## src/rtl/core/wqsm_pkg.sv

```systemverilog
// Package for the wait queue block: opcodes, status codes, queue entry type.
// No dependencies.
`default_nettype none
package wqsm_pkg;
    localparam int THREAD_ID_BITS = 8;

    localparam logic [2:0] OP_PARK      = 3'd0;
    localparam logic [2:0] OP_WAKE_ONE  = 3'd1;
    localparam logic [2:0] OP_WAKE_ALL  = 3'd2;
    localparam logic [2:0] OP_WAKE_MTCH = 3'd3;
    localparam logic [2:0] OP_CLAIM     = 3'd4;

    localparam logic [2:0] ST_PARKED    = 3'd0;
    localparam logic [2:0] ST_KILLED    = 3'd1;
    localparam logic [2:0] ST_PRED      = 3'd2;
    localparam logic [2:0] ST_FULL      = 3'd3;
    localparam logic [2:0] ST_WAKE      = 3'd4;

    typedef struct packed {
        logic [2:0]  opcode;
        logic [7:0]  thread_id;
        logic [31:0] wait_mask;
        logic [31:0] signal_bits;
        logic        thread_killed;
        logic        predicate_holds;
    } cmd_t;

    typedef struct packed {
        logic [2:0] status;
        logic       woke_valid;
        logic [7:0] woken_thread;
        logic [4:0] wake_cnt;
        logic       queue_nonempty;
        logic       last_result;
    } res_t;
endpackage
`default_nettype wire

```

## src/rtl/core/wqsm_front.sv

```systemverilog
// Front end: accepts input transfers into a two-entry command queue.
// Depends on wqsm_pkg.
`default_nettype none
module wqsm_front (
    input  wire                  aclk,
    input  wire                  aresetn,
    input  wire                  in_valid,
    output logic                 in_ready,
    input  wqsm_pkg::cmd_t       in_cmd,
    output logic                 cq_valid,
    input  wire                  cq_ready,
    output wqsm_pkg::cmd_t       cq_cmd
);
    import wqsm_pkg::*;
    cmd_t       buf_reg [2];
    logic       wr_reg, rd_reg;
    logic [1:0] cnt_reg;
    logic       push, pop;

    assign in_ready = (cnt_reg != 2'd2);
    assign cq_valid = (cnt_reg != 2'd0);
    assign cq_cmd   = buf_reg[rd_reg];
    assign push = in_valid && in_ready;
    assign pop  = cq_valid && cq_ready;

    always_ff @(posedge aclk) begin
        if (push) begin
            buf_reg[wr_reg] <= in_cmd;
        end
        if (!aresetn) begin
            wr_reg <= 1'b0;
            rd_reg <= 1'b0;
            cnt_reg <= 2'd0;
        end else begin
            if (push) wr_reg <= ~wr_reg;
            if (pop) rd_reg <= ~rd_reg;
            cnt_reg <= cnt_reg + {1'b0, push} - {1'b0, pop};
        end
    end
endmodule
`default_nettype wire

```

## src/rtl/core/wqsm_back.sv

```systemverilog
// Back end: waiter table and sequencer that scans slots and emits results.
// Depends on wqsm_pkg.
`default_nettype none
module wqsm_back #(
    parameter int QUEUE_DEPTH    = 16,
    parameter int BATCH          = 8
) (
    input  wire             aclk,
    input  wire             aresetn,
    input  wire             cq_valid,
    output logic            cq_ready,
    input  wqsm_pkg::cmd_t  cq_cmd,
    output logic            res_valid,
    input  wire             res_ready,
    output wqsm_pkg::res_t  res_data
);
    import wqsm_pkg::*;
    localparam int IW = $clog2(QUEUE_DEPTH);
    localparam int CW = $clog2(QUEUE_DEPTH + 1);
    localparam int BW = $clog2(BATCH + 1);
    localparam int PW = (BATCH > 1) ? $clog2(BATCH) : 1;

    localparam logic [2:0] S_IDLE = 3'd0;
    localparam logic [2:0] S_SCAN = 3'd1;
    localparam logic [2:0] S_EMIT = 3'd2;
    localparam logic [2:0] S_OUT  = 3'd3;

    logic [THREAD_ID_BITS-1:0] thr_reg [QUEUE_DEPTH];
    logic [31:0]               msk_reg [QUEUE_DEPTH];
    logic [CW-1:0]             n_reg;
    logic [THREAD_ID_BITS-1:0] pick_reg [BATCH];
    logic [BW-1:0]             pc_reg;
    logic [2:0]                st_reg;
    cmd_t                      cmd_reg;
    logic [CW-1:0]             rd_reg, wr_reg, m_reg, cnt_reg, n0_reg;
    logic                      one_reg;
    res_t                      out_reg;
    logic                      ov_reg;

    logic out_free, cur_hit, cur_valid, last_batch, done_scan;
    logic [THREAD_ID_BITS-1:0] tid, cur_thr;
    logic [31:0] cur_msk;
    logic [CW-1:0] cnt_inc;
    logic [BW-1:0] pc_dec;

    assign out_free  = !ov_reg || res_ready;
    assign res_valid = ov_reg;
    assign res_data  = out_reg;
    assign cq_ready  = (st_reg == S_IDLE) && out_free;
    assign tid       = cmd_reg.thread_id[THREAD_ID_BITS-1:0];
    assign cur_valid = rd_reg < n0_reg;
    assign cur_thr   = thr_reg[rd_reg[IW-1:0]];
    assign cur_msk   = msk_reg[rd_reg[IW-1:0]];
    assign cnt_inc   = cnt_reg + CW'(1);
    assign pc_dec    = pc_reg - BW'(1);
    assign done_scan = !cur_valid || (one_reg && m_reg != '0);

    always_comb begin
        case (cmd_reg.opcode)
            OP_WAKE_ONE:  cur_hit = (cur_msk == '0);
            OP_WAKE_ALL:  cur_hit = (cur_msk == '0);
            OP_WAKE_MTCH: cur_hit = (cur_msk != '0) && ((cur_msk & cmd_reg.signal_bits) != '0);
            OP_CLAIM:     cur_hit = (cur_thr == tid);
            default:      cur_hit = 1'b0;
        endcase
    end
    assign last_batch = done_scan;

    always_ff @(posedge aclk) begin
        if (!aresetn) begin
            st_reg <= S_IDLE;
            n_reg  <= '0;
            ov_reg <= 1'b0;
        end else begin
            if (res_ready) ov_reg <= 1'b0;
            case (st_reg)
                S_IDLE: begin
                    if (cq_valid && out_free) begin
                        cmd_reg <= cq_cmd;
                        rd_reg <= '0;
                        wr_reg <= '0;
                        m_reg <= '0;
                        cnt_reg <= '0;
                        pc_reg <= '0;
                        n0_reg <= n_reg;
                        one_reg <= (cq_cmd.opcode == OP_WAKE_ONE) ||
                                   (cq_cmd.opcode == OP_CLAIM);
                        if (cq_cmd.opcode == OP_PARK) begin
                            out_reg.woke_valid <= 1'b0;
                            out_reg.woken_thread <= '0;
                            out_reg.wake_cnt <= '0;
                            out_reg.last_result <= 1'b1;
                            ov_reg <= 1'b1;
                            out_reg.queue_nonempty <= n_reg != '0;
                            if (cq_cmd.wait_mask != '0 && cq_cmd.thread_killed) begin
                                out_reg.status <= ST_KILLED;
                            end else if (!cq_cmd.predicate_holds) begin
                                out_reg.status <= ST_PRED;
                            end else if (n_reg >= CW'(QUEUE_DEPTH)) begin
                                out_reg.status <= ST_FULL;
                            end else begin
                                out_reg.status <= ST_PARKED;
                                out_reg.queue_nonempty <= 1'b1;
                                for (int i = QUEUE_DEPTH - 1; i > 0; i--) begin
                                    thr_reg[i] <= thr_reg[i-1];
                                    msk_reg[i] <= msk_reg[i-1];
                                end
                                thr_reg[0] <= cq_cmd.thread_id[THREAD_ID_BITS-1:0];
                                msk_reg[0] <= cq_cmd.wait_mask;
                                n_reg <= n_reg + CW'(1);
                            end
                        end else if (cq_cmd.opcode > OP_CLAIM) begin
                            out_reg <= '{ST_WAKE, 1'b0, 8'd0, 5'd0, n_reg != '0, 1'b1};
                            ov_reg <= 1'b1;
                        end else begin
                            st_reg <= S_SCAN;
                        end
                    end
                end
                S_SCAN: begin
                    if (!done_scan) begin
                        if (cur_hit && pc_reg == BW'(BATCH)) begin
                            st_reg <= S_EMIT;
                        end else begin
                            rd_reg <= rd_reg + CW'(1);
                            if (cur_hit) begin
                                pick_reg[pc_reg[PW-1:0]] <= cur_thr;
                                pc_reg <= pc_reg + BW'(1);
                                m_reg <= m_reg + CW'(1);
                            end else begin
                                thr_reg[wr_reg[IW-1:0]] <= cur_thr;
                                msk_reg[wr_reg[IW-1:0]] <= cur_msk;
                                wr_reg <= wr_reg + CW'(1);
                            end
                        end
                    end else if (pc_reg != '0) begin
                        st_reg <= S_EMIT;
                    end else begin
                        if (rd_reg < n0_reg) begin
                            thr_reg[wr_reg[IW-1:0]] <= cur_thr;
                            msk_reg[wr_reg[IW-1:0]] <= cur_msk;
                            wr_reg <= wr_reg + CW'(1);
                            rd_reg <= rd_reg + CW'(1);
                        end else begin
                            n_reg <= wr_reg;
                            if (m_reg == '0) begin
                                if (out_free) begin
                                    out_reg <= '{ST_WAKE, 1'b0, 8'd0, 5'd0,
                                                 n0_reg != '0, 1'b1};
                                    ov_reg <= 1'b1;
                                    st_reg <= S_IDLE;
                                end
                            end else begin
                                st_reg <= S_IDLE;
                            end
                        end
                    end
                end
                S_EMIT: begin
                    if (out_free) begin
                        out_reg.status <= ST_WAKE;
                        out_reg.woke_valid <= 1'b1;
                        out_reg.woken_thread <= 8'(pick_reg[pc_dec[PW-1:0]]);
                        out_reg.wake_cnt <= 5'(cnt_inc);
                        out_reg.queue_nonempty <= (n0_reg - cnt_inc) != '0;
                        out_reg.last_result <= last_batch && (pc_reg == BW'(1));
                        ov_reg <= 1'b1;
                        cnt_reg <= cnt_inc;
                        pc_reg <= pc_dec;
                        if (pc_reg == BW'(1)) st_reg <= S_SCAN;
                    end
                end
                default: st_reg <= S_IDLE;
            endcase
        end
    end
endmodule
`default_nettype wire

```

## src/rtl/core/wait_queue_signal_match.sv

```systemverilog
// Top level of the wait queue block: command queue front end and table back end.
// Depends on wqsm_pkg, wqsm_front and wqsm_back.
//
// One item is handled at a time by the back end. A park or an unknown opcode goes
// from the command queue into the result register when the back end accepts it,
// with no scan of the table. A wake or claim is accepted, scans every occupied
// slot, emits one result per woken thread in batches of up to BATCH woken threads
// and finishes by updating the occupancy. The slot scan and the emission set the
// rate. A two-entry queue takes transfers while the back end works; the result
// register holds one result, and a stalled result stalls the back end.
`default_nettype none
module wait_queue_signal_match #(
    parameter int QUEUE_DEPTH    = 16,
    parameter int BATCH          = 8
) (
    input  wire          aclk,
    input  wire          aresetn,
    input  wire          s_tvalid,
    output logic         s_tready,
    // opcode[2:0], thread_id[10:3], wait_mask[42:11], signal_bits[74:43],
    // thread_killed[75], predicate_holds[76], zero pad
    input  wire  [79:0]  s_tdata,
    output logic         m_tvalid,
    input  wire          m_tready,
    // status[2:0], woke_valid[3], woken_thread[11:4], wake count[16:12],
    // queue_nonempty[17], zero pad
    output logic [23:0]  m_tdata,
    output logic         m_tlast
);
    import wqsm_pkg::*;
    cmd_t in_cmd, cq_cmd;
    res_t res;
    logic cq_valid, cq_ready;

    assign in_cmd = '{s_tdata[2:0], s_tdata[10:3], s_tdata[42:11], s_tdata[74:43],
                      s_tdata[75], s_tdata[76]};

    wqsm_front u_front (
        .aclk(aclk), .aresetn(aresetn),
        .in_valid(s_tvalid), .in_ready(s_tready), .in_cmd(in_cmd),
        .cq_valid(cq_valid), .cq_ready(cq_ready), .cq_cmd(cq_cmd)
    );

    wqsm_back #(
        .QUEUE_DEPTH(QUEUE_DEPTH), .BATCH(BATCH)
    ) u_back (
        .aclk(aclk), .aresetn(aresetn),
        .cq_valid(cq_valid), .cq_ready(cq_ready), .cq_cmd(cq_cmd),
        .res_valid(m_tvalid), .res_ready(m_tready), .res_data(res)
    );

    assign m_tdata = {6'd0, res.queue_nonempty, res.wake_cnt, res.woken_thread,
                      res.woke_valid, res.status};
    assign m_tlast = res.last_result;
endmodule
`default_nettype wire

```

## config.mk

```make
export PLATFORM = sky130hd
export DESIGN_NAME = wait_queue_signal_match
export DESIGN_NICKNAME = d
export VERILOG_FILES = /design/src/rtl/core/wqsm_pkg.sv /design/src/rtl/core/wqsm_front.sv /design/src/rtl/core/wqsm_back.sv /design/src/rtl/core/wait_queue_signal_match.sv
export SDC_FILE = /design/constraint.sdc
export NUM_CORES = 1
export LEC_CHECK = 0
export BUFFER_PORTS_ARGS = -buffer_cell sky130_fd_sc_hd__buf_2
export CORE_ASPECT_RATIO = 1.75
export CORE_MARGIN = 2
export CORE_UTILIZATION = 45
export DETAILED_ROUTE_END_ITERATION = 12
export HOLD_SLACK_MARGIN = 0.03
export SLEW_MARGIN = 20
export SYNTH_ARGS = -nofsm -noshare
export SYNTH_HDL_FRONTEND = slang
export SYNTH_SLANG_ARGS = --single-unit
```

## constraint.sdc

```tcl
create_clock -name aclk -period 8.6 [get_ports aclk]
set_clock_uncertainty 0.15 [all_clocks]
set_input_delay 0.43 -clock aclk [delete_from_list [all_inputs] [get_ports aclk]]
set_output_delay 0.43 -clock aclk [all_outputs]
set_load 0.02 [all_outputs]
```

Word level (Yosys, flattened, before mapping). Memories as Yosys holds them, arrays and structs flattened. A register that Yosys moved wholly into a read port is not among the register bits. Index checks and enable logic that the tools add are counted. W data, S select, Z words.

Flip-flop bits (word level): 105. Input port bits: 84. Memory bits (writable): 858. Output and inout port bits: 27. Memories: 4.

Memory list: u_back.msk_reg (depth 16, width 32, read ports 16, clocked after memory_dff 1, write ports 16, line wqsm_back.sv:29) `logic [31:0] msk_reg [QUEUE_DEPTH];`; u_front.buf_reg (depth 2, width 77, read ports 1, clocked after memory_dff 1, write ports 1, line wqsm_front.sv:15) `cmd_t buf_reg [2];`; u_back.thr_reg (depth 16, width 8, read ports 16, clocked after memory_dff 1, write ports 16, line wqsm_back.sv:28) `logic [THREAD_ID_BITS-1:0] thr_reg [QUEUE_DEPTH];`; u_back.pick_reg (depth 8, width 8, read ports 1, clocked after memory_dff 0, write ports 1, line wqsm_back.sv:31) `logic [THREAD_ID_BITS-1:0] pick_reg [BATCH];`.

Magnitude comparators: 3. Bitwise gates (word level): 5. Multiplexer cells: 112. $add $sub $neg: 10. Equality and inequality tests: 37. Reduce and logical (&&, ||, !) cells: 42.

Operator list (number): $mux W19 (9); $mux W5 (22); $reduce_bool A32 Y1 (3); $mux W32 (2); $pmux W19 S3 (1); $pmux W5 S2 (5); $mux W1 (44); $mux W3 (13); $mux W4 (9); $and A32 B32 Y32 (1); $logic_not A32 Y1 (1); $reduce_or A32 Y1 (1); $add A5 B1 Y5 const B (5); $ne A2 B2 Y1 const B (11); $reduce_bool A5 Y1 (4); $mux W8 (2); $ne A2 B1 Y1 const B (7); $reduce_and A7 Y1 (2); $pmux W4 S3 (1); $reduce_and A6 Y1 (2); $reduce_and A10 Y1 (1); $eq A3 B1 Y1 const B (3); $eq A3 B2 Y1 const B (3); $logic_and A1 B1 Y1 (9); other kinds (35) (48).

Longest topological paths before layout.
Depth after elaboration: 13. Gate-level depth with buffers: 19. Mapped depth without buffers: 12.

Cells and area by module. Synthesis repeated with hierarchy kept, for this count alone.

Cells, all modules: 2936. Area total of the unflattened synthesis: 45735.1 sq um.

By module, submodules not included: wqsm_back (cells an instance 2665, area an instance 39760.6 sq um, sequential area each 24143.2 sq um, times used 1); wqsm_front (cells an instance 264, area an instance 5925.7 sq um, sequential area each 4724.5 sq um, times used 1); wait_queue_signal_match (cells an instance 7, area an instance 48.8 sq um, sequential area each 0.0 sq um, times used 1).

Worst setup path before layout. No wires, ideal clock.

Kind: register to register. From: reg u_back.st_reg[0]. To: mem u_back.msk_reg[12][0], enable pin. Library setup time: 0.404 ns. Cell stages (with the launch flop): 9. Buffers on the path: 2. Clock period less this slack: 6.878 ns. Arrival time: 6.324 ns. Required time: 8.046 ns. Setup slack: 1.722 ns. Cells stage by stage: dfxtp_1 > inv_1 > ha_1 > clkbuf_1 > o21ai_0 > nor3_1 > nand2_1 > clkbuf_1 > nand2b_1.

RTL lines: start, declared (line wqsm_back.sv:33) `logic [2:0] st_reg;`; start signal, assigned (line wqsm_back.sv:71) `st_reg <= S_IDLE;`; start signal, assigned (line wqsm_back.sv:116) `st_reg <= S_SCAN;`; start signal, assigned (line wqsm_back.sv:123) `st_reg <= S_EMIT;`; end, declared (line wqsm_back.sv:29).

==> reports/summary.txt <==
fin cells: 4376
final wirelength: 137000 µm
vias per cell: 6.16
syn_area_per_cell: 16.7 µm²
Setup Viol. Count Final: 0
critical path arrival: 7.51 ns
dpl cells: 4126
status: finished clean
nets@finish: 3070
clock share of power: 0.284
netlist area before placement: 46700 µm²
Max Slew Vio Count: 0
total track usage: 0.260
top cells by area, synth: edfxtp_1, mux2_2, mux2_1, mux4_2, mux2i_1
initial antenna violation count: 2
Worst Hold Class: input port to flop
number of enable flip-flop cells after synthesis: 950
crit end category: flop
maximum buffer depth of the clock tree: 3
actual slew at the worst max-slew pin: 1.06 ns
PD cells: 299 nW/µm²
Net Switching: 5640 µW
WS Path Type: flop to flop
P&R area growth vs syn: 12.9%
count of different cell masters after synthesis: 79
Post-synth top cells: edfxtp_1, mux2_2, mux2_1
layout cell share with drive strength beyond 1: 0.308
TNS Setup: 0 ns
final core occ: 0.511
Ys Warns: 0
Reg power frac: 0.385
most common cell in the netlist: edfxtp_1
Synth Flop Type: edfxtp_1
CTS tree: yes
Post-synth ARST share: 0
Switching Fraction: 0.358
routed length per placed instance: 31.3 µm
die area: 106000 µm²
Antenna Nets Post-Route: 0
post-synth top area cell: edfxtp_1
vias: 27000
hold_buf cts: 79
vias in the first global route: 28200
clock root cell: clkbuf_16
layer with the highest usage: met2
largest net degree at the start of global routing: 76
Pleak: 0.0175 µW
Max H-tree Level: 3
GRT overflow: 0
Remaining DRCs: 0
Comb power frac: 0.331
first-pass GRT wire length: 198000 µm
GRT met3 Usage: 0.0327
Post-Syn Instances: 2795
Max VDD drop: 0.000264 V
Crit Path Max Fanout: 46
I/O pin count: 111
crit path launch type: flop
TritonRoute pass-1 iters: 5
PortBufs: 101
Final Hold Viols: 0
slew margin rel.: 0.291
Max Cap Viol: 0
Reg clk slew, reported paths: 0.07 ns
cell internal pwr: 10100 µW
initial cell density of the core: 0.453
die width: 247 µm
post-detail-place hpwl: 85000 µm
RSZ-0062 raised after global routing: false
Highest Clock Rate: 139 MHz
Num CTS Buffers: 92
top cell type's share of synthesized area: 0.611
core area: 103000 µm²
Initial DRC Count: 2169
placer congestion estimate: 0.881
Setup Buffers After CTS: 0
Critical Path RT: 8.89 ns
Die H: 430 µm
register area share after synthesis: 0.619
clock sink count: 967
clk_lat worst skew: 0.73 ns
final worst-path cycle share: 0.839
Resized Gates After CTS: 0
Largest register FFs: 512
GR met1 Demand/Resource: 0.303
fin crit period: 7.22 ns
Synth Register Bits: 967
row cnt: 156
GR Util met2: 0.470
-- layout by cell type, fill, tap and decap left out, types with 9 or more instances in the layout --
cell and instances:
clkinv_2 16, nand2b_2 12, nor2b_1 21, and2_1 12
a221oi_1 15, nor3_1 20, dlygate4sd3_1 79, o21ai_0 24
nor2_1 63, a22o_1 9, clkbuf_1 12, nand4_1 10
xor2_1 14, bufinv_16 17, mux2_2 388, nand3_1 26
mux2i_1 99, nand2b_1 13, ha_1 30, mux2_1 353
dfxtp_1 12, buf_12 15, a21oi_1 23, nor4_1 24
and4_2 9, clkbuf_16 93, nand2_1 70, buf_4 88
a22oi_1 40, mux4_2 133, clkinv_1 13, buf_2 101
xnor2_1 19, a211oi_1 9, edfxtp_1 950, inv_1 32
-- cell type report --
type | instances | area, µm²
diodes | 1 | 2.50
clock buffers | 113 | 2480
clock inverters | 57 | 796
fillers | 8517 | 50400
inverters | 35 | 131
multi-input cells | 1577 | 16400
flip-flops and latches | 967 | 28900
well taps | 1343 | 1680
repair buffers | 283 | 2260
-- kinds of logic after synthesis --
family | count (synthesis) | share of synthesized area
AO/OA/AOI/OAI | 204 | 0.0326
XOR/XNOR | 33 | 0.00619
flip-flops | 967 | 0.619
buffers and inverters | 256 | 0.0320
multiplexers | 973 | 0.264
AND/OR/NAND/NOR | 331 | 0.0381
other | 1 | 0.0000804
adder cells (fa/ha/maj) | 30 | 0.00805
-- worst paths after layout --
check / start / end / slack [ns] / cells after the start
setup / recovery: flop / u_back.msk_reg[15][24] / 1.38 / 11
hold / removal: aresetn / u_back.st_reg[0] / 0.09 / 3
setup reg to reg: flop / u_back.msk_reg[15][24] / 1.38 / 11
hold reg to reg: u_back.n_reg[0] / u_back.n0_reg[0] / 0.36 / 0
-- power groups by stage --
stage          clock [µW]  sequential (µW)  combinational, µW
2_1_floorplan           0             5930               3490
3_3_place_gp            0             6150               5060
3_5_place_dp            0             6160               5140
4_1_cts              4530             6060               5200
5_1_grt              4700             6100               5520
6_report             4470             6060               5210
-- critical path, cell delays in order, from the launching register on --
cell and delay, ns:
dfxtp_4 0.96, buf_12 0.45, mux4_2 0.58, a22oi_1 0.21
nand2_1 0.56, a222oi_1 0.49, nand4_1 0.31, o311a_1 0.57
o41ai_4 0.83, and4_2 0.73, buf_4 0.58, mux2_2 0.40
-- stage by stage --
step                setup WS, ns  hold slack, ns  power (µW)  cell area [µm²]
detailed placement          1.40           0.342       11300            48600
floorplan                   1.72           0.309        9420            46700
CTS                         1.35          0.0401       15800            52600
finish                      1.38          0.0879       15700            52700
global placement            1.48           0.336       11200            48600
global route                1.09           0.105       16300            52700
-- per-layer routing --
layer	up-vias	part of all wire
met5	-	0
met4	0	0.048
met3	280	0.049
met2	1023	0.53
met1	14200	0.37
li1	11500	-
Note: power is estimated with default switching activity, not from simulation.
